===== src/rtl/core/dtwf_pkg.sv =====
// Package for the double-tap wake filter: payload structs, event codes,
// job and state encodings, and reset constants. No dependencies.
`timescale 1ns / 1ps

package dtwf_pkg;

    // Default size of the active touch set.
    localparam int MAX_TOUCH_DEF = 16;

    // Register file of the configuration port.
    localparam int          CFG_IDX_W    = 8;
    localparam logic [15:0] INTERVAL_RST = 16'd400;

    typedef enum logic [CFG_IDX_W-1:0] {
        CFG_ENABLE   = 8'd0,
        CFG_INTERVAL = 8'd1
    } t_cfg_reg;

    // Event codes on the cmd field.
    typedef enum logic [3:0] {
        CMD_MOTION      = 4'd0,
        CMD_BUTTON      = 4'd1,
        CMD_AXIS        = 4'd2,
        CMD_KEY         = 4'd3,
        CMD_TOUCH_DOWN  = 4'd4,
        CMD_TOUCH_UP    = 4'd5,
        CMD_TOUCH_MOVE  = 4'd6,
        CMD_TOOL_PROX   = 4'd7,
        CMD_TOOL_AXIS   = 4'd8,
        CMD_TOOL_TIP    = 4'd9,
        CMD_TOOL_BUTTON = 4'd10,
        CMD_PAD_BUTTON  = 4'd11,
        CMD_PAD_STRIP   = 4'd12,
        CMD_PAD_RING    = 4'd13,
        CMD_PAD_DIAL    = 4'd14,
        CMD_PROXIMITY   = 4'd15
    } t_cmd;

    // Key state codes.
    localparam logic [1:0] KEY_PRESSED  = 2'd0;
    localparam logic [1:0] KEY_RELEASED = 2'd1;

    // One input event.
    typedef struct packed {
        logic [3:0]  cmd;
        logic [7:0]  touch_id;
        logic [31:0] time_ms;
        logic        warp;
        logic        media_key;
        logic [1:0]  key_state;
        logic        pressed;
        logic        proximity_close;
        logic        sensor_valid;
    } t_in_item;

    // One result.
    typedef struct packed {
        logic wake;
        logic consumed;
    } t_out_item;

    // Work that the back end carries out for one event.
    typedef enum logic [1:0] {
        OP_DIRECT = 2'd0,   // result fully decided by the front end
        OP_DOWN   = 2'd1,   // touch down through the tap detector
        OP_UP     = 2'd2,   // touch up through the tap detector
        OP_PROX   = 2'd3    // proximity sensor update
    } t_op;

    // Entry of the queue between front and back.
    typedef struct packed {
        t_op         op;
        logic [7:0]  touch_id;
        logic [31:0] time_ms;
        logic        prox_close;
        logic        wake;
        logic        consumed;
    } t_job;

    // Back end sequencer states.
    typedef enum logic [2:0] {
        S_IDLE    = 3'd0,
        S_DOWN    = 3'd1,
        S_UP_SCAN = 3'd2,
        S_UP_LAST = 3'd3,
        S_UP_FIN  = 3'd4,
        S_EMIT    = 3'd5
    } t_state;

endpackage


===== src/rtl/core/dtwf_front.sv =====
// Front end of the double-tap wake filter: accepts input events and sorts
// them into jobs for the back end. Depends on dtwf_pkg.
`timescale 1ns / 1ps

module dtwf_front (
    input  logic             i_in_valid,
    input  dtwf_pkg::t_in_item i_in_item,
    output logic             o_in_stall,
    input  logic             i_enable,
    input  logic             i_q_full,
    output logic             o_push,
    output dtwf_pkg::t_job   o_job
);
    import dtwf_pkg::*;

    // The channel stalls only while the queue has no room.
    assign o_in_stall = i_q_full;
    assign o_push     = i_in_valid && !i_q_full;

    // Classify the event and settle every result that needs no state.
    always_comb begin
        o_job.op         = OP_DIRECT;
        o_job.touch_id   = i_in_item.touch_id;
        o_job.time_ms    = i_in_item.time_ms;
        o_job.prox_close = i_in_item.proximity_close;
        o_job.wake       = 1'b0;
        o_job.consumed   = 1'b1;
        case (t_cmd'(i_in_item.cmd))
            CMD_MOTION: begin
                o_job.wake = !i_in_item.warp;
            end
            CMD_BUTTON, CMD_AXIS, CMD_PAD_STRIP, CMD_PAD_RING, CMD_PAD_DIAL: begin
                o_job.wake = 1'b1;
            end
            CMD_KEY: begin
                if (i_in_item.media_key) begin
                    o_job.consumed = 1'b0;
                end else if (i_in_item.key_state == KEY_PRESSED) begin
                    o_job.wake = 1'b1;
                end else if (i_in_item.key_state == KEY_RELEASED) begin
                    o_job.consumed = 1'b0;
                end
            end
            CMD_TOUCH_DOWN: begin
                if (i_enable) begin
                    o_job.op = OP_DOWN;
                end
            end
            CMD_TOUCH_UP: begin
                if (i_enable) begin
                    o_job.op = OP_UP;
                end
            end
            CMD_TOOL_TIP, CMD_TOOL_BUTTON, CMD_PAD_BUTTON: begin
                o_job.wake = i_in_item.pressed;
            end
            CMD_PROXIMITY: begin
                o_job.consumed = 1'b0;
                if (i_enable && i_in_item.sensor_valid) begin
                    o_job.op = OP_PROX;
                end
            end
            default: begin
                o_job.consumed = 1'b1;
            end
        endcase
    end

endmodule


===== src/rtl/core/dtwf_queue.sv =====
// Two-entry job queue between the front and back ends of the filter.
// Depends on dtwf_pkg.
`timescale 1ns / 1ps

module dtwf_queue (
    input  logic           i_clk,
    input  logic           i_rst_n,
    input  logic           i_push,
    input  dtwf_pkg::t_job i_job,
    output logic           o_full,
    input  logic           i_pop,
    output logic           o_empty,
    output dtwf_pkg::t_job o_job
);
    import dtwf_pkg::*;

    t_job       r_entry [2];
    logic       r_wr_ptr;
    logic       r_rd_ptr;
    logic [1:0] r_count;
    logic [1:0] n_count;

    assign o_full  = (r_count == 2'd2);
    assign o_empty = (r_count == 2'd0);
    assign o_job   = r_entry[r_rd_ptr];

    // Occupancy follows pushes and pops.
    always_comb begin
        n_count = r_count;
        if (i_push && !i_pop) begin
            n_count = r_count + 2'd1;
        end else if (!i_push && i_pop) begin
            n_count = r_count - 2'd1;
        end
    end

    always_ff @(posedge i_clk) begin
        if (!i_rst_n) begin
            r_wr_ptr <= 1'b0;
            r_rd_ptr <= 1'b0;
            r_count  <= 2'd0;
        end else begin
            r_count <= n_count;
            if (i_push) begin
                r_wr_ptr <= !r_wr_ptr;
            end
            if (i_pop) begin
                r_rd_ptr <= !r_rd_ptr;
            end
        end
    end

    // Entry storage.
    always_ff @(posedge i_clk) begin
        if (i_push) begin
            r_entry[r_wr_ptr] <= i_job;
        end
    end

endmodule


===== src/rtl/core/dtwf_back.sv =====
// Back end of the double-tap wake filter: touch set, tap timer, proximity
// flag and the result register. Depends on dtwf_pkg.
`timescale 1ns / 1ps

module dtwf_back #(
    parameter int MAX_TOUCH = dtwf_pkg::MAX_TOUCH_DEF
) (
    input  logic                i_clk,
    input  logic                i_rst_n,
    input  logic                i_q_empty,
    input  dtwf_pkg::t_job      i_job,
    output logic                o_pop,
    input  logic [15:0]         i_interval,
    output logic                o_out_valid,
    input  logic                i_out_stall,
    output dtwf_pkg::t_out_item o_out_item
);
    import dtwf_pkg::*;

    localparam int IDX_W = (MAX_TOUCH > 1) ? $clog2(MAX_TOUCH) : 1;
    localparam int CNT_W = $clog2(MAX_TOUCH + 1);
    localparam logic [IDX_W-1:0] LAST_IDX = IDX_W'(MAX_TOUCH - 1);
    localparam logic [CNT_W-1:0] FULL_CNT = CNT_W'(MAX_TOUCH);

    t_state            r_state;
    t_state            n_state;
    t_job              r_job;
    t_out_item         r_res;
    t_out_item         r_out_item;
    logic              r_out_vld;
    logic [MAX_TOUCH-1:0] r_used;
    logic [CNT_W-1:0]  r_count;
    logic [IDX_W-1:0]  r_idx;
    logic [IDX_W-1:0]  r_chk_idx;
    logic              r_chk_vld;
    logic [7:0]        r_rd_data;
    logic [7:0]        r_mem [MAX_TOUCH];
    logic              r_running;
    logic [31:0]       r_start;
    logic              r_second;
    logic              r_near;

    logic              out_free;
    logic              load_out;
    logic              down_hit;
    logic              scan_issue;
    logic              chk_hit;
    logic              set_empty;
    logic              set_full;
    logic [31:0]       job_elapsed;
    logic [31:0]       held_elapsed;
    logic              job_quick;
    logic              held_quick;

    assign set_empty    = (r_count == '0);
    assign set_full     = (r_count == FULL_CNT);
    assign out_free     = !r_out_vld || !i_out_stall;
    assign job_elapsed  = i_job.time_ms - r_start;
    assign held_elapsed = r_job.time_ms - r_start;
    assign job_quick    = job_elapsed < {16'd0, i_interval};
    assign held_quick   = held_elapsed < {16'd0, i_interval};
    assign chk_hit      = r_chk_vld && r_used[r_chk_idx] && (r_rd_data == r_job.touch_id);

    assign o_out_valid = r_out_vld;
    assign o_out_item  = r_out_item;

    // Next state of the sequencer.
    always_comb begin
        n_state = r_state;
        case (r_state)
            S_IDLE: begin
                if (!i_q_empty) begin
                    case (i_job.op)
                        OP_DOWN:  n_state = set_full ? S_EMIT : S_DOWN;
                        OP_UP:    n_state = S_UP_SCAN;
                        default:  n_state = S_EMIT;
                    endcase
                end
            end
            S_DOWN: begin
                if (!r_used[r_idx]) begin
                    n_state = S_EMIT;
                end
            end
            S_UP_SCAN: begin
                if (r_idx == LAST_IDX) begin
                    n_state = S_UP_LAST;
                end
            end
            S_UP_LAST: n_state = S_UP_FIN;
            S_UP_FIN:  n_state = S_EMIT;
            S_EMIT: begin
                if (out_free) begin
                    n_state = S_IDLE;
                end
            end
            default:   n_state = S_IDLE;
        endcase
    end

    // Sequencer outputs.
    always_comb begin
        o_pop      = 1'b0;
        load_out   = 1'b0;
        down_hit   = 1'b0;
        scan_issue = 1'b0;
        case (r_state)
            S_IDLE:    o_pop      = !i_q_empty;
            S_DOWN:    down_hit   = !r_used[r_idx];
            S_UP_SCAN: scan_issue = 1'b1;
            S_EMIT:    load_out   = out_free;
            default: begin
                o_pop = 1'b0;
            end
        endcase
    end

    // Control state, touch set bookkeeping and tap detector.
    always_ff @(posedge i_clk) begin
        if (!i_rst_n) begin
            r_state   <= S_IDLE;
            r_used    <= '0;
            r_count   <= '0;
            r_idx     <= '0;
            r_chk_vld <= 1'b0;
            r_running <= 1'b0;
            r_start   <= '0;
            r_second  <= 1'b0;
            r_near    <= 1'b0;
            r_out_vld <= 1'b0;
        end else begin
            r_state <= n_state;

            // Take a job and apply the timer update of a touch down or the near flag of a proximity job.
            if (o_pop) begin
                r_idx <= '0;
                if (i_job.op == OP_DOWN) begin
                    if (set_empty) begin
                        if (!r_running) begin
                            r_running <= 1'b1;
                            r_start   <= i_job.time_ms;
                        end else if (job_quick) begin
                            r_second <= 1'b1;
                        end else begin
                            r_start <= i_job.time_ms;
                        end
                    end else begin
                        r_running <= 1'b0;
                        r_second  <= 1'b0;
                    end
                end
                if (i_job.op == OP_PROX) begin
                    r_near <= i_job.prox_close;
                end
            end

            // Touch down: look for the first free slot.
            if (r_state == S_DOWN) begin
                if (down_hit) begin
                    r_used[r_idx] <= 1'b1;
                    r_count       <= r_count + CNT_W'(1);
                end else begin
                    r_idx <= r_idx + IDX_W'(1);
                end
            end

            // Touch up: read one slot a cycle, compare the registered read in the next cycle.
            if (scan_issue) begin
                r_chk_vld <= 1'b1;
                r_chk_idx <= r_idx;
                if (r_idx != LAST_IDX) begin
                    r_idx <= r_idx + IDX_W'(1);
                end
            end else begin
                r_chk_vld <= 1'b0;
            end
            if (chk_hit) begin
                r_used[r_chk_idx] <= 1'b0;
                r_count           <= r_count - CNT_W'(1);
            end

            // Touch up: the set is settled, judge the double tap.
            if (r_state == S_UP_FIN && set_empty && r_running && r_second) begin
                r_running <= 1'b0;
                r_second  <= 1'b0;
            end

            // Result register.
            if (load_out) begin
                r_out_vld <= 1'b1;
            end else if (!i_out_stall) begin
                r_out_vld <= 1'b0;
            end
        end
    end

    // Held job, its result and the output payload.
    always_ff @(posedge i_clk) begin
        if (o_pop) begin
            r_job          <= i_job;
            r_res.wake     <= i_job.wake;
            r_res.consumed <= i_job.consumed;
        end
        if (r_state == S_UP_FIN && set_empty && r_running && r_second) begin
            r_res.wake <= held_quick && !r_near;
        end
        if (load_out) begin
            r_out_item <= r_res;
        end
    end

    // Slot id memory: one write and one registered read per cycle.
    always_ff @(posedge i_clk) begin
        if (down_hit) begin
            r_mem[r_idx] <= r_job.touch_id;
        end
        r_rd_data <= r_mem[r_idx];
    end

endmodule


===== src/rtl/core/double_tap_wake_filter.sv =====
// Top level of the double-tap wake filter: configuration registers, front
// end, job queue and back end. Depends on dtwf_pkg and the dtwf modules.
//
// Usage: input events arrive on i_in_valid / o_in_stall with an i_in_item
// payload; one result per event leaves on o_out_valid / i_out_stall as
// o_out_item, in event order. Registers are written on i_cfg_valid with
// o_cfg_ready, which is always high; index 0 is the double-tap enable,
// index 1 the tap interval in ms; other indexes are ignored.
// An event with no touch-set work goes from the queue straight to the
// result register. A touch down first searches the touch set for a free
// slot unless the set is full; a touch up checks every slot, with the
// slot id memory being read one slot per cycle. The back end finishes one
// event before it takes the next; a two-entry queue keeps taking events
// while the back end works. When the receiver stalls, the result is held
// in the output register, the queue fills, and then o_in_stall rises.
// Reset empties the queue and the touch set, stops the tap timer, clears
// the near flag, enables detection and sets the interval to 400 ms.
`timescale 1ns / 1ps

module double_tap_wake_filter #(
    parameter int MAX_TOUCH = dtwf_pkg::MAX_TOUCH_DEF
) (
    input  logic                                  i_clk,
    input  logic                                  i_rst_n,
    input  logic                                  i_in_valid,
    output logic                                  o_in_stall,
    input  dtwf_pkg::t_in_item                    i_in_item,
    output logic                                  o_out_valid,
    input  logic                                  i_out_stall,
    output dtwf_pkg::t_out_item                   o_out_item,
    input  logic                                  i_cfg_valid,
    output logic                                  o_cfg_ready,
    input  logic [dtwf_pkg::CFG_IDX_W-1:0]        i_cfg_index,
    input  logic [15:0]                           i_cfg_data
);
    import dtwf_pkg::*;

    logic        r_enable;
    logic [15:0] r_interval;
    logic        push;
    logic        pop;
    logic        q_full;
    logic        q_empty;
    t_job        front_job;
    t_job        head_job;

    // Configuration registers; a transfer is taken in any cycle.
    assign o_cfg_ready = 1'b1;

    always_ff @(posedge i_clk) begin
        if (!i_rst_n) begin
            r_enable   <= 1'b1;
            r_interval <= INTERVAL_RST;
        end else if (i_cfg_valid) begin
            case (t_cfg_reg'(i_cfg_index))
                CFG_ENABLE:   r_enable   <= i_cfg_data[0];
                CFG_INTERVAL: r_interval <= i_cfg_data;
                default:      r_enable   <= r_enable;
            endcase
        end
    end

    // Front end sorts events into jobs.
    dtwf_front u_front (
        .i_in_valid (i_in_valid),
        .i_in_item  (i_in_item),
        .o_in_stall (o_in_stall),
        .i_enable   (r_enable),
        .i_q_full   (q_full),
        .o_push     (push),
        .o_job      (front_job)
    );

    // Queue decouples the two sides.
    dtwf_queue u_queue (
        .i_clk   (i_clk),
        .i_rst_n (i_rst_n),
        .i_push  (push),
        .i_job   (front_job),
        .o_full  (q_full),
        .i_pop   (pop),
        .o_empty (q_empty),
        .o_job   (head_job)
    );

    // Back end runs the tap detector and holds the result.
    dtwf_back #(
        .MAX_TOUCH (MAX_TOUCH)
    ) u_back (
        .i_clk       (i_clk),
        .i_rst_n     (i_rst_n),
        .i_q_empty   (q_empty),
        .i_job       (head_job),
        .o_pop       (pop),
        .i_interval  (r_interval),
        .o_out_valid (o_out_valid),
        .i_out_stall (i_out_stall),
        .o_out_item  (o_out_item)
    );

endmodule


===== config.mk =====
export PLATFORM = sky130hd
export DESIGN_NAME = double_tap_wake_filter
export DESIGN_NICKNAME = d
export VERILOG_FILES = /design/src/rtl/core/dtwf_pkg.sv /design/src/rtl/core/dtwf_front.sv /design/src/rtl/core/dtwf_queue.sv /design/src/rtl/core/dtwf_back.sv /design/src/rtl/core/double_tap_wake_filter.sv
export SDC_FILE = /design/constraint.sdc
export NUM_CORES = 1
export LEC_CHECK = 0
export BUFFER_PORTS_ARGS = -buffer_cell sky130_fd_sc_hd__buf_4
export CAP_MARGIN = 10
export CORE_MARGIN = 2
export CORE_UTILIZATION = 40
export CTS_BUF_LIST = sky130_fd_sc_hd__clkbuf_8
export DETAILED_ROUTE_END_ITERATION = 16
export SYNTH_ARGS = -nofsm -noshare
export SYNTH_HDL_FRONTEND = slang
export SYNTH_SLANG_ARGS = --single-unit

===== constraint.sdc =====
create_clock -name i_clk -period 5.76 [get_ports i_clk]
set_input_delay 0.288 -clock i_clk [delete_from_list [all_inputs] [get_ports i_clk]]
set_output_delay 0.288 -clock i_clk [all_outputs]
set_load 0.02 [all_outputs]

==> summary.txt <==
Critical path
  – Crit Path Max Fanout: 22
  – Critical path class: reg2reg
  – R2r endpoint: u_back.r_start[16]
  – Crit path to: u_back.r_start[16]
  – WP data arrival: 5.80 ns
  – Worst setup EP type: flip-flop
  – Worst R2R Path Depth: 20
  – Req. time, crit path: 6.34 ns
  – Startpoint types: flip-flop
  – Reg2reg setup slack: 0.53 ns

Yosys
  – Leading register cell type out of synthesis: edfxtp_1
  – Netlist cell types: 87
  – Post-Syn Area per Cell: 12.4 µm²
  – Seq/Total Area, Yosys: 52.8%
  – Synth Register Bits: 361
  – Mapped Cells: 1,512
  – Share of flip-flops with an asynchronous set or reset: 0%
  – Syn_nets: 1,697
  – Post-Syn Area: 0.0187 mm²
  – EDFF count, synth: 266
  – Synth warn: 0

Finish
  – Layout cell share with drive strength beyond 1: 20.1%
  – Most frequent cells in the layout: edfxtp_1, a21oi_1, inv_1
  – Leading cell type in the layout, fill and taps excluded: edfxtp_1
  – Nets: 1,852
  – Finished Core Util: 46.9%
  – Fin cells: 2,327
  – P&R area growth vs syn: 16.2%

Timing
  – Slew of the pin with the lowest slew margin: 1.09 ns
  – Hold Slack: 0.0636 ns
  – Pins Over Slew Limit: 0
  – # setup viols final: 0
  – Hold Vio Cnt, Final: 0
  – F_max: 0.191 GHz
  – Min Tclk post-route: 5.23 ns
  – Setup TNS: 0 ns
  – Relative slew slack: 27.0%
  – Clock Skews: 0.0343 ns
  – Fin crit share: 90.7%
  – RSZ-0062 raised after global routing: no

Clock network
  – Clock slew at reported path FFs: 0.07 ns
  – Post-CTS Setup Inserts: 0
  – CTS Sinks: 361
  – Cts bufs inserted: 59
  – CTS tree: yes
  – Worst skew pair latency: 0.69 ns
  – Root buffer cell: clkbuf_8
  – H-tree Lvls: 2
  – Clk buf depth: 3

Power
  – Switch share: 40.2%
  – Sw power: 4.17 mW
  – Total power draw: 10.4 mW
  – Clock Power Share: 20.8%
  – Worst vdd ir: 249 µV
  – Combinational share of power: 45.4%
  – Int Power: 6.21 mW
  – Lkg Pwr: 7.76 nW
  – Pwr dens: 477 mW/mm²
  – Seq pwr share: 33.8%

Global route
  – Largest net degree at the start of global routing: 46
  – First-pass GRT wire length: 74.0 mm
  – Initial antenna violation count: 2
  – Gr usage total: 19.8%
  – Vias in the first global route: 13.0k
  – GRT overflow: 0

Floorplan
  – Chip height: 220 µm
  – Die area: 0.0485 mm²
  – I/O pin count: 85
  – Core Area: 0.0464 mm²
  – Rows: 79
  – Initial Util: 40.4%
  – DIE WIDTH: 220 µm

Placement
  – Detailed Place HPWL: 33.7 mm
  – Port Buf Inserts: 83
  – Routability cong.: 0.872
  – DP Cell Count: 2,148

Min path
  – Hold Crit Class: in2reg
  – WHS Path Cells: 4

Route
  – Total number of vias: 13.0k
  – Final WL: 47.6 mm
  – Drt first pass iters: 7
  – Via density: 5.59
  – Wire per inst: 20.5 µm
  – Residual DRC: 0
  – DR iter-0 viols: 710
  – DRT antenna net count: 0

Job
  – Max-cap violations: 0

Outcome
  – Status: complete, no violations
[logic make-up after synthesis]
kind of cell             Yosys count  share of synthesized area (%)
other                              1                         0.0200
AO/OA/AOI/OAI                    385                           14.7
flip-flops                       361                           52.8
buffers and inverters            158                           3.90
multiplexers                     120                           10.1
XOR/XNOR                          57                           2.67
AND/OR/NAND/NOR                  325                           8.64
adder cells (fa/ha/maj)          105                           7.14
[state kept, by name, indices dropped and copies added, names as in the netlist, 2 cells and up, named ones only]
signal	cells
u_back.r_mem	128
u_queue.r_entry	90
u_back.r_job	40
u_back.r_start	32
r_interval	16
u_back.r_used	16
u_back.r_rd_data	8
u_back.r_count	5
u_back.r_chk_idx	4
u_back.r_idx	4
u_back.r_state	3
u_back.o_out_item	2
u_back.r_res	2
u_queue.r_count	2
[how the worst min path moves through the flow]
stage                                  end          start
floorplan           u_queue.r_entry[0][10]  i_in_item[14]
finish                    u_queue.r_wr_ptr     i_in_valid
global route         u_queue.r_entry[1][1]  i_in_item[49]
detailed placement           r_interval[4]  r_interval[4]
CTS                       u_queue.r_wr_ptr     i_in_valid
global placement             r_interval[8]  r_interval[8]
[Yosys cell counts, drive strengths merged, types with 8 or more instances]
| library cell | n | area share [%] |
|---|---|---|
| o21ai | 68 | 1.9 |
| o31ai | 8 | 0.42 |
| nand3 | 20 | 0.53 |
| xnor2 | 33 | 1.5 |
| o2111ai | 10 | 0.47 |
| xor2 | 24 | 1.1 |
| a311oi | 33 | 1.5 |
| nor4 | 9 | 0.38 |
| a31oi | 16 | 0.57 |
| nor2 | 96 | 1.9 |
| o211ai | 10 | 0.47 |
| ha | 102 | 6.8 |
| mux2 | 47 | 2.8 |
| nand2b | 15 | 0.50 |
| clkbuf | 40 | 0.81 |
| a211oi | 46 | 2.7 |
| dfxtp | 95 | 10 |
| nand4 | 22 | 0.74 |
| a21o | 22 | 0.88 |
| nand2 | 80 | 1.6 |
| mux4 | 50 | 6.0 |
| nor3 | 20 | 0.56 |
| a21oi | 111 | 3.0 |
| or3 | 8 | 0.27 |
| o21a | 9 | 0.36 |
| mux2i | 23 | 1.2 |
| nor2b | 13 | 0.43 |
| edfxtp | 266 | 43 |
| inv | 83 | 1.7 |
| buf | 35 | 1.4 |
[metal layers]
layer / vias up / wire, µm / track usage (%)
met2: 368 / 22600 / 32.5
met4: 0 / 1290 / 6.44
met3: 90 / 2730 / 3.92
li1: 6142 / - / -
met1: 6418 / 20900 / 26.5
met5: - / 0 / 0
[per-stage QoR]
stage	area, µm²	setup slack (ns)
floorplan	18700	0.583
global placement	19900	0.372
detailed placement	19900	0.273
CTS	21700	0.213
global route	21700	0.0828
finish	21700	0.535
[worst max-delay path, stage by stage (launching register included)]
cell	delay [ns]
dfxtp_4	0.48
mux2_2	0.41
ha_1	0.37
o211ai_1	0.10
a21oi_1	0.29
nor2_1	0.19
o31ai_4	0.42
nand2_1	0.12
xnor2_1	0.14
ha_1	0.29
nand4_1	0.12
nor2_1	0.08
a221oi_1	0.30
o21ai_0	0.13
nor4_1	0.25
nand4_1	0.11
or4_1	0.46
nor4_4	0.24
buf_6	0.26
a311oi_1	0.13
a211oi_2	0.22
[what timing repair did]
action                                  in CTS  in global routing
endpoints found under the setup margin       0                 33
gates resized for setup                      0                  7
hold buffers                                64                  0
hold endpoints to repair                   115                  0
[layout make-up]
class	instances	area, µm²
diodes	2	5.00
clock buffers	64	881
clock inverters	48	269
fillers	4084	24600
inverters	83	312
multi-input cells	993	8160
flip-flops and latches	361	9890
well taps	607	759
repair buffers	169	1470
[power groups by stage]
stage | combinational [mW] | sequential [mW] | clock, mW
detailed placement | 4.62 | 3.55 | 0
global placement | 4.58 | 3.54 | 0
floorplan | 3.45 | 3.48 | 0
global route | 5.19 | 3.54 | 2.33
finish | 4.71 | 3.50 | 2.16
CTS | 4.68 | 3.50 | 2.23
Power figures use the tool's default switching activity.
